<file path="config.mk">
export PLATFORM = sky130hd
export DESIGN_NAME = sitda_back
export DESIGN_NICKNAME = d
export VERILOG_FILES = /design/src/rtl/sitda_pkg.sv /design/src/rtl/sitda_back.sv
export SDC_FILE = /design/constraint.sdc
export NUM_CORES = 1
export LEC_CHECK = 0
export BUFFER_PORTS_ARGS = -buffer_cell sky130_fd_sc_hd__buf_2
export CELL_PAD_IN_SITES_DETAIL_PLACEMENT = 1
export CELL_PAD_IN_SITES_GLOBAL_PLACEMENT = 2
export CORE_ASPECT_RATIO = 0.7
export CORE_MARGIN = 2
export CORE_UTILIZATION = 29
export DETAILED_ROUTE_END_ITERATION = 8
export PLACE_DENSITY_LB_ADDON = 0.1
export SYNTH_ARGS = -nofsm -noshare
export SYNTH_HDL_FRONTEND = slang
export SYNTH_SLANG_ARGS = --single-unit
export TNS_END_PERCENT = 100
</file>
<file path="constraint.sdc">
create_clock -name clk -period 4.3 [get_ports clk]
set_clock_uncertainty 0.2 [all_clocks]
set_input_delay 0.215 -clock clk [delete_from_list [all_inputs] [get_ports clk]]
set_output_delay 0.215 -clock clk [all_outputs]
set_load 0.01 [all_outputs]
</file>
<file path="src/rtl/sitda_pkg.sv">
// ----------------------------------------------------------------------------
// sitda_pkg
// Shared types and constants for the signed integer to decimal text core.
// ----------------------------------------------------------------------------
package sitda_pkg;

	localparam int unsigned VALUE_W    = 32;
	localparam int unsigned MAX_DIGITS = 10;
	localparam int unsigned DIGIT_IDX_W = 4;

	localparam logic [7:0] ASCII_ZERO  = 8'd48;
	localparam logic [7:0] ASCII_MINUS = 8'd45;

	// floor(n / 10) == (n * RECIP_DIV10) >> DIV10_SHIFT for every 32-bit n
	localparam logic [VALUE_W-1:0] RECIP_DIV10 = 32'hCCCC_CCCD;
	localparam int unsigned        DIV10_SHIFT = 35;

	// One converted number: sign, index of the most significant digit and
	// the digits themselves, least significant at index 0.
	typedef struct packed {
		logic                                   neg;
		logic [DIGIT_IDX_W-1:0]                 msd;
		logic [MAX_DIGITS-1:0][3:0]             digits;
	} entry_t;

	typedef enum logic [1:0] {
		FRONT_IDLE,
		FRONT_CONV,
		FRONT_PUSH
	} front_state_t;

endpackage

</file>
<file path="src/rtl/sitda_back.sv">
// ----------------------------------------------------------------------------
// sitda_back
// Pulls converted numbers from the queue and sends the text out one
// character per cycle: optional minus, then digits most significant first.
// ----------------------------------------------------------------------------
module sitda_back (
	input  logic              clk,
	input  logic              arst_n,
	input  sitda_pkg::entry_t head,
	input  logic              empty,
	output logic              pop,
	output logic              strobe,
	output logic [7:0]        char_code,
	output logic              is_last
);

	logic                                   active_q;
	logic                                   sign_q;
	logic [sitda_pkg::DIGIT_IDX_W-1:0]      pos_q;
	logic [sitda_pkg::MAX_DIGITS-1:0][3:0]  dig_q;
	logic                                   strobe_q;
	logic [7:0]                             char_q;
	logic                                   last_q;

	logic finishing;
	logic at_last;

	assign at_last   = !sign_q && (pos_q == '0);
	assign finishing = active_q && at_last;
	// next word loads in the cycle the last character is registered: no gap
	assign pop       = !empty && (!active_q || finishing);

	always_ff @(posedge clk or negedge arst_n) begin
		if (!arst_n) begin
			active_q <= 1'b0;
			strobe_q <= 1'b0;
		end else begin
			strobe_q <= active_q;
			if (pop)            active_q <= 1'b1;
			else if (finishing) active_q <= 1'b0;
		end
	end

	always_ff @(posedge clk) begin
		if (pop) begin
			sign_q <= head.neg;
			pos_q  <= head.msd;
			dig_q  <= head.digits;
		end else if (active_q) begin
			if (sign_q) sign_q <= 1'b0;
			else        pos_q  <= pos_q - 1'b1;
		end
		char_q <= sign_q ? sitda_pkg::ASCII_MINUS : (sitda_pkg::ASCII_ZERO + {4'd0, dig_q[pos_q]});
		last_q <= at_last;
	end

	assign strobe    = strobe_q;
	assign char_code = char_q;
	assign is_last   = last_q;

endmodule

</file>
==> results.yml <==
floorplan:
  die_h_um: 75.0
  die_x_um: 105
  coreArea_mm2: 0.00685
  fp-row-count: 25
  ios: 59
  initial_core_util: 0.305
  die_area_mm2: 0.00792
grt:
  grt_max_degree: 28
  grtUsageTotal: 0.124
  grt_pass1_wl_mm: 7.20
  grt_pass1_vias: 1410
  antenna_found_initial: 0
  grt-ovfl-total: 0
cells_and_area:
  layout-drive-gt1-share: 0.323
  final_common_cell: "buf_2"
  final_cell_mix: "55 x buf_2, 45 x edfxtp_1, 44 x dlygate4sd3_1"
  area_delta_synth_final_pct: 42.7
  diodes: 0
  fillers: 718
  nets: 278
  seqCellArea_mm2: 0.00152
  multi_input_area_um2: 514
critical_path:
  cp_num_buf_inv: 2
  critPathMaxStageDelay_ns: 0.70
  cp-end-kind: "output port"
  cp_slowest_cell: "a21oi_4"
  worstPathRequired_ns: 3.88
  worstPathArrival_ns: 2.77
  worstPathMaxFanout: 27
  critical_path_class: "flop to output port"
  path_cells: "inv_1 -> ha_1 -> or4b_4 -> a21oi_4 -> buf_2"
  crit_family: "compound AO/OA/AOI/OAI gates"
  start_kind: "flop"
clock_tree:
  postCtsSetupRepairBufs: 0
  cts.clk_slew.worst_paths_ns: 0.09
  cts_tree: "done"
  clock_sinks: 53
  ctsResizeCount: 0
  clockBufferDepth: 2
  root_buffer: "clkbuf_8"
  htree_num_levels: 2
  cts_buffers: 5
  clk_latency_ns: 0.31
  holdBufCountCts: 44
logic_synthesis:
  synthXorXnorAreaFrac: 0.00838
  synth_adder_area_share: 0.0120
  ys_seq_area_frac: 0.728
  synth-compound-area-share: 0.0569
  synthMuxAreaShare: 0.118
  synth-warning-count: 0
  synth_area_per_cell_um2: 16.6
  synth_top_family_by_area: "multiplexers"
  syn-cell-area_mm2: 0.00209
  synth-seq-cells: 53
  synth_cells: 126
  synth-simple-area-share: 0.0455
  synth_cell_type_count: 29
run_status:
  status: "completed"
sta:
  max_slew_margin: 0.432
  max_freq_mhz: 314
  min_period_ns: 3.18
  tightest_slew_ns: 0.849
  rsz0062_at_grt: "no"
  final_max_slew_viol_count: 0
  tns_ns: 0
  setup_ws_ns: 1.12
  layout_worst_path_cycle_share: 0.740
  hold_violations: 0
  setup_viol: 0
min_path:
  hold_class: "primary input to asynchronous set/reset pin"
routing:
  routed_wl_mm: 4.60
  wl_per_cell_um: 14.2
  drt.antenna.violating_nets: 0
  drt_iter0_markers: 34
  first_pass_iters: 4
  drc: 0
  vias_per_cell: 4.17
  num_vias: 1346
place:
  hpwl_mm: 3.17
  port_buffers: 55
  post-place-ws_ns: 1.14
  gp_congestion: 0.757
power_and_ir_drop:
  powerDensity_mw_per_mm2: 511
  p_leak_nw: 1.19
  vdd_drop_max_uv: 189
run:
  maxCapViolCount: 0
-- per-layer routing --
metal	share of wire	routed length [µm]	global-route usage	up-vias
met3	0.045	208	0.0303	8
li1	-	-	-	671
met2	0.45	2080	0.208	39
met1	0.48	2230	0.157	628
met4	0.017	80	0.0533	0
met5	0	0	0	-
-- cell usage after synthesis, drive strengths merged --
library cell | n | share of area
inv | 5 | 0.0090
mux4 | 1 | 0.011
buf | 6 | 0.017
a21oi | 4 | 0.015
nand2 | 2 | 0.0036
a22oi | 4 | 0.014
a31o | 4 | 0.017
mux2 | 3 | 0.016
nor2 | 2 | 0.0036
and2 | 1 | 0.0036
mux2i | 19 | 0.091
nand2b | 2 | 0.0060
a21boi | 1 | 0.0036
or3b | 1 | 0.0042
edfxtp | 45 | 0.65
o21ai | 3 | 0.0072
ha | 2 | 0.012
or4b | 1 | 0.0066
dfxtp | 6 | 0.057
conb | 2 | 0.0036
nor3 | 2 | 0.0048
clkbuf | 1 | 0.0018
xor2 | 2 | 0.0084
nor2b | 2 | 0.0060
dfrtp | 2 | 0.024
nand3 | 3 | 0.0072
-- worst register-to-register path, cell delays in order (launching register included) --
cell and delay (ns):
edfxtp_1 0.64, inv_1 0.20, ha_1 0.16, or4b_4 0.49, a21oi_4 0.70, buf_4 0.42
-- final timing paths --
kind                       startpoint        end  slack, ns  cells past startpoint
min reg2reg                  active_q     strobe       0.31                      0
min                            arst_n     strobe      0.006                      2
max in group asynchronous      arst_n   active_q       3.80                      2
min in group clk             head[40]   pos_q[0]       0.02                      2
max                          pos_q[0]        pop       1.12                      5
max reg2reg                  pos_q[0]  dig_q[39]       1.18                      5
-- report_power, final --
group          total [W]  internal (W)  switching [W]
Sequential      0.000773      0.000694      0.0000788
Clock           0.000272      0.000116       0.000156
Combinational   0.000481      0.000245       0.000236
-- stage by stage --
| step | total power (W) | utilization | instance area, µm² | std cells | hold slack (ns) |
|---|---|---|---|---|---|
| 3_5_place_dp | 0.00125 | 0.359 | 2460 | 271 | -0.196 |
| 4_1_cts | 0.00155 | 0.435 | 2980 | 323 | 0.00227 |
| 6_report | 0.00153 | 0.435 | 2980 | 323 | 0.00602 |
| 5_1_grt | 0.00163 | 0.435 | 2980 | 323 | 0.0217 |
| 3_3_place_gp | 0.00123 | 0.359 | 2460 | 271 | -0.200 |
| 2_1_floorplan | 0.00109 | - | 2090 | 127 | -0.281 |
-- cell type report --
type | count | share of cell area
clock buffer | 8 | 0.0268
inverter | 5 | 0.00629
multi-input combinational | 62 | 0.172
sequential | 53 | 0.510
tap | 94 | 0.0394
timing repair buffer | 101 | 0.245
-- kinds of logic after synthesis --
family | after synthesis
DFF | 53
muxes | 23
AOI/OAI and AO/OA | 16
and+or+nand+nor | 16
buffers and inverters | 12
adders and majority gates | 2
other | 2
xor gates and xnor gates | 2
-- registers in the layout, indices dropped and copies added (netlist names) --
signal	flops
is_last	1
active_q	1
char_code	5
sign_q	1
dig_q	40
pos_q	4
strobe	1
(Power assumes the default switching activity.)
