===== config.mk =====
export PLATFORM = sky130hd
export DESIGN_NAME = sitda_queue
export DESIGN_NICKNAME = d
export VERILOG_FILES = /design/src/rtl/sitda_pkg.sv /design/src/rtl/sitda_queue.sv
export SDC_FILE = /design/constraint.sdc
export NUM_CORES = 1
export LEC_CHECK = 0
export BUFFER_PORTS_ARGS = -buffer_cell sky130_fd_sc_hd__buf_2
export CORE_ASPECT_RATIO = 1.5
export CORE_MARGIN = 1.5
export CORE_UTILIZATION = 52
export CTS_CLUSTER_DIAMETER = 50
export CTS_CLUSTER_SIZE = 8
export DETAILED_ROUTE_END_ITERATION = 8
export PLACE_DENSITY = 0.79
export SETUP_SLACK_MARGIN = 0.02
export SLEW_MARGIN = 20
export SYNTH_ARGS = -nofsm -noshare
export SYNTH_HDL_FRONTEND = slang
export SYNTH_SLANG_ARGS = --single-unit

===== constraint.sdc =====
create_clock -name clk -period 3.15 [get_ports clk]
set_input_delay 0.63 -clock clk [delete_from_list [all_inputs] [get_ports clk]]
set_output_delay 0.63 -clock clk [all_outputs]
set_load 0.01 [all_outputs]

===== src/rtl/sitda_pkg.sv =====
// ----------------------------------------------------------------------------
// sitda_pkg
// Shared types and constants for the signed integer to decimal text core.
// ----------------------------------------------------------------------------
package sitda_pkg;

	localparam int unsigned VALUE_W    = 32;
	localparam int unsigned MAX_DIGITS = 10;
	localparam int unsigned DIGIT_IDX_W = 4;

	localparam logic [7:0] ASCII_ZERO  = 8'd48;
	localparam logic [7:0] ASCII_MINUS = 8'd45;

	// floor(n / 10) == (n * RECIP_DIV10) >> DIV10_SHIFT for every 32-bit n
	localparam logic [VALUE_W-1:0] RECIP_DIV10 = 32'hCCCC_CCCD;
	localparam int unsigned        DIV10_SHIFT = 35;

	// One converted number: sign, index of the most significant digit and
	// the digits themselves, least significant at index 0.
	typedef struct packed {
		logic                                   neg;
		logic [DIGIT_IDX_W-1:0]                 msd;
		logic [MAX_DIGITS-1:0][3:0]             digits;
	} entry_t;

	typedef enum logic [1:0] {
		FRONT_IDLE,
		FRONT_CONV,
		FRONT_PUSH
	} front_state_t;

endpackage


===== src/rtl/sitda_queue.sv =====
// ----------------------------------------------------------------------------
// sitda_queue
// Small register queue of converted numbers between front and back.
// ----------------------------------------------------------------------------
module sitda_queue #(
	parameter int unsigned DEPTH = 2
) (
	input  logic              clk,
	input  logic              arst_n,
	input  logic              push,
	input  sitda_pkg::entry_t push_entry,
	output logic              full,
	input  logic              pop,
	output sitda_pkg::entry_t head,
	output logic              empty
);

	localparam int unsigned PTR_W = (DEPTH > 1) ? $clog2(DEPTH) : 1;
	localparam int unsigned CNT_W = $clog2(DEPTH + 1);

	sitda_pkg::entry_t  mem_q [DEPTH];
	logic [PTR_W-1:0]   wr_ptr_q, rd_ptr_q;
	logic [CNT_W-1:0]   count_q;

	assign full  = (count_q == CNT_W'(DEPTH));
	assign empty = (count_q == '0);
	assign head  = mem_q[rd_ptr_q];

	function automatic logic [PTR_W-1:0] ptr_next(input logic [PTR_W-1:0] p);
		return (p == PTR_W'(DEPTH - 1)) ? '0 : p + 1'b1;
	endfunction

	always_ff @(posedge clk or negedge arst_n) begin
		if (!arst_n) begin
			wr_ptr_q <= '0;
			rd_ptr_q <= '0;
			count_q  <= '0;
		end else begin
			if (push) wr_ptr_q <= ptr_next(wr_ptr_q);
			if (pop)  rd_ptr_q <= ptr_next(rd_ptr_q);
			if (push && !pop)      count_q <= count_q + 1'b1;
			else if (pop && !push) count_q <= count_q - 1'b1;
		end
	end

	always_ff @(posedge clk) begin
		if (push) mem_q[wr_ptr_q] <= push_entry;
	end

endmodule


==> run summary, run 1 <==
Layout area overhead: 20.4%
Leakage: 1.79 nW
Yosys warns: 0
DRC: 0
VDD IR max: 0.589 mV
Startpoint types: register
Minimum clock period: 2.32 ns
CP Class: reg2out
Reg-to-Reg End: mem_q[0][12]
CP delay by family, top: flip-flops
Sequential cell area fraction in the yosys report: 0.771
FILL cells: 472
Routed wl met3: 412 um
Worst skew pair latency: 0.34 ns
Area leader, netlist: edfxtp_1
Num rows: 37
Die height: 105 um
Worst path required time: 2.52 ns
Reg clk slew, reported paths: 0.07 ns
Skew final: 0.00468 ns
Worst-path fanout max: 16
I/O Pins: 96
Initial antenna violation count: 0
Top cell type's share of synthesized area: 0.744
Period utilisation layout: 0.736
Worst path bufs/invs: 2
Setup violators final: 0
Routed WL: 5640 um
Slew @ Worst Pin: 0.656 ns
Slew HR: 0.562
Grt total ovfl: 0
CTS Sinks: 94
Met2 WL: 3060 um
H-Tree Depth: 3
Layout cell share with drive strength beyond 1: 0.596
Cts bufs inserted: 9
Total core area: 6810 um2
Hold WS: 0.0852 ns
Post-CTS setup buffer count: 0
Die Span X: 71.3 um
Initial core utilization: 0.534
Synth cell count leaders: edfxtp_1 (90), mux2_4 (39), mux2_2 (6)
CTS tree: built
Count of input and output buffers: 95
Routed WL per cell: 16.3 um
Area of the multi-input gates: 744 um2
Routed via count: 1745
Dpl hpwl: 3970 um
FF+latch area: 2800 um2
Critical R2R Launch: wr_ptr_q
Max clock buf depth: 2
Status: complete, no violations
Number of max-cap violations: 0
Largest net degree at the start of global routing: 25
Met1 WL: 2080 um
Critical Path End Type: output pin
Yosys cell types: 13
Synth Instances: 156
1st-iter DRT viols: 56
Antenna diodes: 0
Yosys reg bits: 94
Syn Area/Cell: 23.3 um2
Cell Area, Synth: 3630 um2
Syn Nets: 206
Worst path arrival time: 1.69 ns
Slowest stage cell on the critical path: dfrtp_2
Fin Setup TNS: 0 ns
Post-cts sizing count: 0
Placer congestion estimate: 0.706
Post-synth ARST share: 0.0426
RSZ-0062 raised after global routing: false
PwrDens: 858 nW/um2
Clock root buffer: clkbuf_8
Final #Nets: 312
CTS Hold Bufs: 0
GRT Util Overall: 0.160
First-pass GRT wire length: 8670 um
CP max stage delay: 0.51 ns
FF-to-FF setup slack: 1.51 ns
Most common cell in the netlist: edfxtp_1
Final Max Slew Viols: 0
FF-to-FF path depth: 2
Vias/cell: 5.06
Max Used Layer: met4
Vias in the first global route: 1803
Total Power: 3.75 mW
Post-route ant nets: 0
Number of enable flip-flop cells after synthesis: 90
Main flop type after synthesis: edfxtp_1
Area contributors post-synth: edfxtp_1 (74%), mux2_4 (16%), dfrtp_1 (2.8%), buf_12 (2.2%), mux2_2 (1.9%)
Iteration count of the initial detailed-routing pass: 4
Fmax: 431 MHz
Die footprint: 7510 um2
Fin. Hold Viols: 0
Worst-path cell chain: buf_4, mux2_4, buf_2
Worst min path class: in2async
metrics by stage:
stage	instance area, um2	util	std cells	worst slack [ns]
after detailed placement	4190	0.615	329	1.11
final	4370	0.643	345	0.831
after global placement	4190	0.615	329	1.15
after floorplan	3630	-	156	0.0642
after global routing	4370	0.643	345	0.752
after CTS	4370	0.643	345	0.814
metal layers:
metal | vias up | GRT usage
met2 | 61 | 0.257
met4 | 0 | 0.0768
met1 | 861 | 0.180
li1 | 818 | -
met5 | - | 0
met3 | 5 | 0.0717
power breakdown:
part	switching, mW	total [mW]	internal, mW
Combinational	0.590	1.25	0.660
Sequential	0.0999	1.76	1.66
Clock	0.353	0.740	0.388
state kept, by name (all words and copies together), names as in the netlist:
signal / count
rd_ptr_q: 1
count_q: 2
wr_ptr_q: 1
mem_q: 90
layout by cell type (no fill, tap or decap):
cell	synthesis	routed
nor2b_4	0	1
edfxtp_1	90	90
nor2b_1	2	1
mux2_4	39	39
mux2_2	6	6
ha_1	1	1
nor2_1	2	2
bufinv_16	0	1
clkbuf_8	0	10
buf_4	0	3
dfrtp_1	4	3
inv_1	1	1
clkbuf_1	0	4
buf_12	4	2
buf_2	0	95
dfrtp_2	0	1
xor2_1	4	4
xnor2_1	1	1
clkinv_1	0	1
and2_2	0	1
worst max path at each step:
stage,end,cells after the start,start
finish,head[27],3,rd_ptr_q
global route,head[23],3,rd_ptr_q
CTS,head[34],3,rd_ptr_q
detailed placement,mem_q[0][36],3,push
global placement,mem_q[0][14],3,push
floorplan,mem_q[0][0],1,push
final cells by class:
cell class,count,share of cell area
Clock buffer,14,0.0349
Timing Repair Buffer,100,0.123
Inverter,1,0.000858
Multi-Input combinational cell,56,0.170
Sequential cell,94,0.641
Clock inverter,2,0.00772
Tap cell,78,0.0223
cells by family after synthesis:
family	synth area share
flip-flops	0.771
multiplexers	0.180
buffers and inverters	0.0262
XOR/XNOR	0.0121
AND/OR/NAND/NOR	0.00723
adder cells (fa/ha/maj)	0.00344
Note: power is estimated with default switching activity, not from simulation.
==> inputs of run 2 (changes only) <==
==> constraint.sdc (replaced) <==
create_clock -name clk -period 2.3 [get_ports clk]
set_input_delay 0.46 -clock clk [delete_from_list [all_inputs] [get_ports clk]]
set_output_delay 0.46 -clock clk [all_outputs]
set_load 0.01 [all_outputs]
==> run summary, run 2 (synthesis results as in run 1) <==
Status: complete, no violations
Skew final: 0.00559 ns (+0.000909 ns)
I/O Pins: 96 (unchanged)
CTS Sinks: 94 (unchanged)
Reg-to-Reg End: mem_q[1][17]
Clock root buffer: clkbuf_8
Critical Path End Type: output pin
Vias in the first global route: 1778 (-1.4%)
First-pass GRT wire length: 8400 um (-3.1%)
Util after Layout: 0.648 (+0.00515)
End point of the critical path: head[31]
Die footprint: 7510 um2 (unchanged)
Grt total ovfl: 0 (unchanged)
Placer congestion estimate: 0.714 (+1.1%)
Final #Nets: 312 (unchanged)
Reg clk slew, reported paths: 0.08 ns (about the same)
Max reg flops: 90 (unchanged)
Routed WL: 5410 um (-4.1%)
Leakage: 1.80 nW (+0.55%)
Fin Setup TNS: 0 ns (unchanged)
Routed WL per cell: 15.7 um (-4.1%)
Slew HR: 0.745 (+0.183)
H-Tree Depth: 3 (unchanged)
Die Span X: 71.3 um (unchanged)
Biggest regs: mem_q (90), count_q (2)
DRC: 0 (unchanged)
P_int: 3.79 mW (+40%)
Largest net degree at the start of global routing: 46 (+84%)
VDD IR max: 0.619 mV (+5.0%)
DP Cell Count: 328 (-0.30%)
FILL cells: 479 (+1.5%)
Commonest non-fill, non-tap cells in the layout: buf_2 (95), edfxtp_1 (90), mux2_4 (39)
Worst min path class: in2reg
Worst path required time: 1.84 ns (-0.68 ns)
Final Max Slew Viols: 0 (unchanged)
Initial antenna violation count: 1 (+1)
Critical R2R Launch: wr_ptr_q
Final WS setup: 0.214 ns (-0.617 ns)
GRT Util Overall: 0.155 (-0.00538)
Vias/cell: 4.95 (-2.1%)
Count of input and output buffers: 95 (unchanged)
Post-CTS setup buffer count: 0 (unchanged)
CTS tree: built
Iteration count of the initial detailed-routing pass: 4 (unchanged)
Combinational share of power: 0.332 (about the same)
Startpoint types: register
Worst skew pair latency: 0.35 ns (about the same)
Post-Place Setup Slack: 0.582 ns (-0.525 ns)
Post-route ant nets: 0 (unchanged)
PwrDens: 1190 nW/um2 (+38%)
Clock network power share: 0.213 (+0.016)
Sw Pwr: 1.44 mW (+38%)
Number of max-cap violations: 0 (unchanged)
Critical Path Start: rd_ptr_q
Slew @ Worst Pin: 0.383 ns (-0.273 ns)
Setup violators final: 0 (unchanged)
Max clock buf depth: 2 (unchanged)
Total core area: 6810 um2 (unchanged)
Layout cell share with drive strength beyond 1: 0.602 (+0.00600)
Num rows: 37 (unchanged)
FF+latch area: 2800 um2 (unchanged)
Layout area overhead: 21.3%
FF-to-FF path depth: 2 (unchanged)
Fmax: 479 MHz
Area of the multi-input gates: 744 um2 (unchanged)
Worst path arrival time: 1.63 ns (-0.06 ns)
Initial core utilization: 0.534 (unchanged)
FF-to-FF setup slack: 1.08 ns (-0.43 ns)
CP Class: reg2out
Fin. Hold Viols: 0 (unchanged)
Switching share of total power: 0.275 (-0.00286)
Routed via count: 1709 (-2.1%)
Sequential Power Share: 0.455 (-0.014)
Minimum clock period: 2.09 ns
Worst-path fanout max: 21 (+5)
Commonest non-fill, non-tap cell in the layout: buf_2
Period utilisation layout: 0.907
Die height: 105 um (unchanged)
Final std cells w/o fill: 345 (unchanged)
Reg with most FFs: mem_q
RSZ-0062 raised after global routing: false
Cts bufs inserted: 9 (unchanged)
1st-iter DRT viols: 113 (+100%)
==> run 2: changes by cell type in the layout (fill, tap and decap cells not counted) <==
cell and delta:
clkinvlp_4 +1, clkinv_2 +1, clkbuf_1 -2, dlygate4sd3_1 +1
buf_12 +1, buf_4 -2, diode_2 +1, bufinv_16 +1
clkbuf_8 -1, clkinv_1 -1
==> run 2: stage by stage <==
| stage | hold slack, ns | cell area, um2 | power, mW |
|---|---|---|---|
| final | 0.291 | 4410 | 5.23 |
| after global routing | 0.262 | 4410 | 5.49 |
| after CTS | 0.263 | 4410 | 5.31 |
| after detailed placement | 0.272 | 4190 | 4.19 |
| after global placement | 0.274 | 4190 | 4.15 |
| after floorplan | 0.164 | 3640 | 3.72 |
==> run 2: how the worst min path moves through the flow <==
stage	startpoint	end	slack, ns	depth (start not counted)
3_5_place_dp	arst_n	count_q[1]	0.27	1
2_1_floorplan	arst_n	count_q[0]	0.16	0
6_report	push_entry[29]	mem_q[1][29]	0.29	1
5_1_grt	push_entry[9]	mem_q[0][9]	0.26	1
4_1_cts	push_entry[9]	mem_q[0][9]	0.26	1
3_3_place_gp	arst_n	count_q[1]	0.27	1
==> run 2: per-layer routing <==
layer	share of wire	GRT usage
met1	0.38	0.171
met2	0.52	0.243
met3	0.076	0.0688
met4	0.026	0.0916
met5	0	0
==> run 2: power by group through the flow <==
| stage | combinational, mW | sequential, mW | clock [mW] |
|---|---|---|---|
| after floorplan | 1.32 | 2.40 | 0 |
| after global placement | 1.75 | 2.40 | 0 |
| after detailed placement | 1.76 | 2.42 | 0 |
| after CTS | 1.77 | 2.38 | 1.15 |
| after global routing | 1.86 | 2.41 | 1.21 |
| final | 1.74 | 2.38 | 1.12 |
==> run 2: worst max-delay path, stage by stage (launching register included) <==
cell and delay [ns]:
dfrtp_2 0.39, buf_4 0.35, mux2_2 0.38, buf_2 0.14
==> run 2: layout make-up <==
class | instances | share of cell area
tap | 78 | 0.0221
multi-input combinational | 56 | 0.169
sequential | 94 | 0.636
clock buffer | 11 | 0.0298
antenna | 1 | 0.000568
clock inverter | 4 | 0.0165
timing repair buffer | 100 | 0.125
inverter | 1 | 0.000851
==> run 2: repair_timing <==
item,4_1_cts,5_1_grt
hold endpoints to repair,4,0
gates resized for setup,0,0
hold buffers,1,0
==> inputs of run 3 (changes only) <==
--- a/config.mk
+++ b/config.mk
@@ -6,13 +6,15 @@
 export NUM_CORES = 1
 export LEC_CHECK = 0
 export BUFFER_PORTS_ARGS = -buffer_cell sky130_fd_sc_hd__buf_2
+export CELL_PAD_IN_SITES_DETAIL_PLACEMENT = 1
+export CELL_PAD_IN_SITES_GLOBAL_PLACEMENT = 1
 export CORE_ASPECT_RATIO = 1.5
 export CORE_MARGIN = 1.5
-export CORE_UTILIZATION = 52
+export CORE_UTILIZATION = 44
 export CTS_CLUSTER_DIAMETER = 50
 export CTS_CLUSTER_SIZE = 8
 export DETAILED_ROUTE_END_ITERATION = 8
-export PLACE_DENSITY = 0.79
+export PLACE_DENSITY_LB_ADDON = 0.1
 export SETUP_SLACK_MARGIN = 0.02
 export SLEW_MARGIN = 20
 export SYNTH_ARGS = -nofsm -noshare
==> run summary, run 3 (synthesis results as in run 1) <==
Placement Cell Area: 4230 um2 (+0.87%)
DRC: 0 (unchanged)
Clock root buffer: clkbuf_16
Final #Nets: 314 (+0.64%)
Layout area overhead: 25.8%
Setup violators final: 0 (unchanged)
Initial core utilization: 0.454 (-0.0802)
Number of max-cap violations: 0 (unchanged)
DP Cell Count: 357 (+8.8%)
Clock network power share: 0.282 (+0.069)
Grt total ovfl: 0 (unchanged)
Switching share of total power: 0.264 (-0.0112)
Skew final: 0.00271 ns (-0.00289 ns)
FF+latch area: 2800 um2 (unchanged)
Critical R2R Launch: wr_ptr_q
Count of input and output buffers: 95 (unchanged)
Status: complete, no violations
Fmax: 475 MHz (-0.97%)
Sw Pwr: 1.53 mW (+6.0%)
Final std cells w/o fill: 374 (+8.4%)
Combinational share of power: 0.297 (-0.035)
Worst path arrival time: 1.65 ns (+0.02 ns)
Slew @ Worst Pin: 0.345 ns (-0.0376 ns)
PwrDens: 1270 nW/um2 (+6.7%)
Die height: 114 um (+8.5%)
Startpoint types: register
Biggest regs: mem_q (90), count_q (2)
Sequential Power Share: 0.421 (-0.034)
I/O Pins: 96 (unchanged)
VDD IR max: 0.739 mV (+19%)
Die footprint: 8820 um2 (+18%)
Reg clk slew, reported paths: 0.06 ns (-0.02 ns)
Iteration count of the initial detailed-routing pass: 4 (unchanged)
H-Tree Depth: 3 (unchanged)
CTS Hold Bufs: 1 (unchanged)
Period utilisation layout: 0.916 (+0.00887)
CTS tree: built
Critical Path Start: rd_ptr_q
Hold_sp: push_entry[38]
Antenna diodes: 0 (-1)
CTS Sinks: 94 (unchanged)
Critical Path End Type: output pin
RSZ-0062 raised after global routing: false
Layout cell share with drive strength beyond 1: 0.602 (+0.000727)
Worst skew pair latency: 0.34 ns (about the same)
Routed WL: 6190 um (+14%)
Post-CTS setup buffer count: 0 (unchanged)
Total core area: 8010 um2 (+18%)
FILL cells: 770 (+61%)
Minimum clock period: 2.11 ns (+0.0204 ns)
P_int: 4.26 mW (+12%)
Vias/cell: 4.74 (-4.4%)
Die Span X: 77.2 um (+8.3%)
Routed via count: 1772 (+3.7%)
Slew HR: 0.770 (+0.0251)
Initial antenna violation count: 0 (-1)
Max clock buf depth: 2 (unchanged)
1st-iter DRT viols: 63 (-44%)
Reg with most FFs: mem_q
Fin Setup TNS: 0 ns (unchanged)
Fin. Hold Viols: 0 (unchanged)
Dpl hpwl: 4110 um
GRT Util Overall: 0.148 (-0.00635)
Leakage: 1.86 nW (+3.8%)
Commonest non-fill, non-tap cells in the layout: buf_2 (95), edfxtp_1 (90), mux2_4 (39)
Commonest non-fill, non-tap cell in the layout: buf_2
Routed WL per cell: 16.5 um (+5.6%)
Max reg flops: 90 (unchanged)
Worst min path class: in2reg
Vias in the first global route: 1918 (+7.9%)
Placer congestion estimate: 0.679 (-4.9%)
Post-route ant nets: 0 (unchanged)
Post-route cell area: 4570 um2 (+3.7%)
CP Class: reg2out
Cts bufs inserted: 9 (unchanged)
Largest net degree at the start of global routing: 26 (-43%)
Num rows: 40 (+8.1%)
Worst path required time: 1.84 ns (about the same)
Total Power: 5.79 mW (+11%)
Area of the multi-input gates: 744 um2 (unchanged)
Worst-path fanout max: 20 (-4.8%)
Post-cts sizing count: 0 (unchanged)
Final Max Slew Viols: 0 (unchanged)
First-pass GRT wire length: 9370 um (+11%)
-- run 3: final cells by class --
class / count / area share
timing repair buffer: 102 / 0.122
clock buffer: 12 / 0.0517
sequential: 94 / 0.613
multi-input combinational: 56 / 0.163
inverter: 1 / 0.000821
clock inverter: 4 / 0.0208
tap: 105 / 0.0287
-- run 3: path summary, 6_finish.rpt --
check | depth (start not counted) | slack, ns | to
worst max-delay path | 3 | 0.19 | head[25]
worst min-delay path | 1 | 0.31 | mem_q[1][38]
worst max register to register | 2 | 1.02 | mem_q[1][13]
worst min register to register | 1 | 0.50 | count_q[1]
max in group asynchronous | 2 | 1.70 | rd_ptr_q
min in group asynchronous | 2 | 0.46 | rd_ptr_q
-- run 3: metal layers --
layer / GRT usage / wire, um / vias to the layer above / part of all wire
li1: - / - / 821 / -
met1: 0.147 / 2300 / 877 / 0.37
met2: 0.261 / 3340 / 59 / 0.54
met3: 0.0486 / 362 / 15 / 0.059
met4: 0.0994 / 191 / 0 / 0.031
met5: 0 / 0 / - / 0
-- run 3: worst max-delay path, cell delays in order, from the launching register on --
cell,delay [ns]
dfrtp_2,0.58
buf_12,0.24
mux2_2,0.35
buf_2,0.14
-- run 3: power by group through the flow --
stage / Sequential, mW / Combinational, mW / Clock, mW
2_1_floorplan: 2.40 / 1.32 / 0
3_3_place_gp: 2.45 / 1.74 / 0
3_5_place_dp: 2.47 / 1.75 / 0
4_1_cts: 2.44 / 1.76 / 1.68
5_1_grt: 2.47 / 1.84 / 1.73
6_report: 2.43 / 1.72 / 1.63
-- run 3: per-stage QoR --
stage | setup slack (ns) | utilization | hold slack (ns)
after global placement | 0.556 | 0.528 | 0.275
after global routing | 0.125 | 0.571 | 0.296
after detailed placement | 0.535 | 0.528 | 0.275
after floorplan | 0.223 | - | 0.164
after CTS | 0.159 | 0.571 | 0.295
final | 0.193 | 0.571 | 0.308
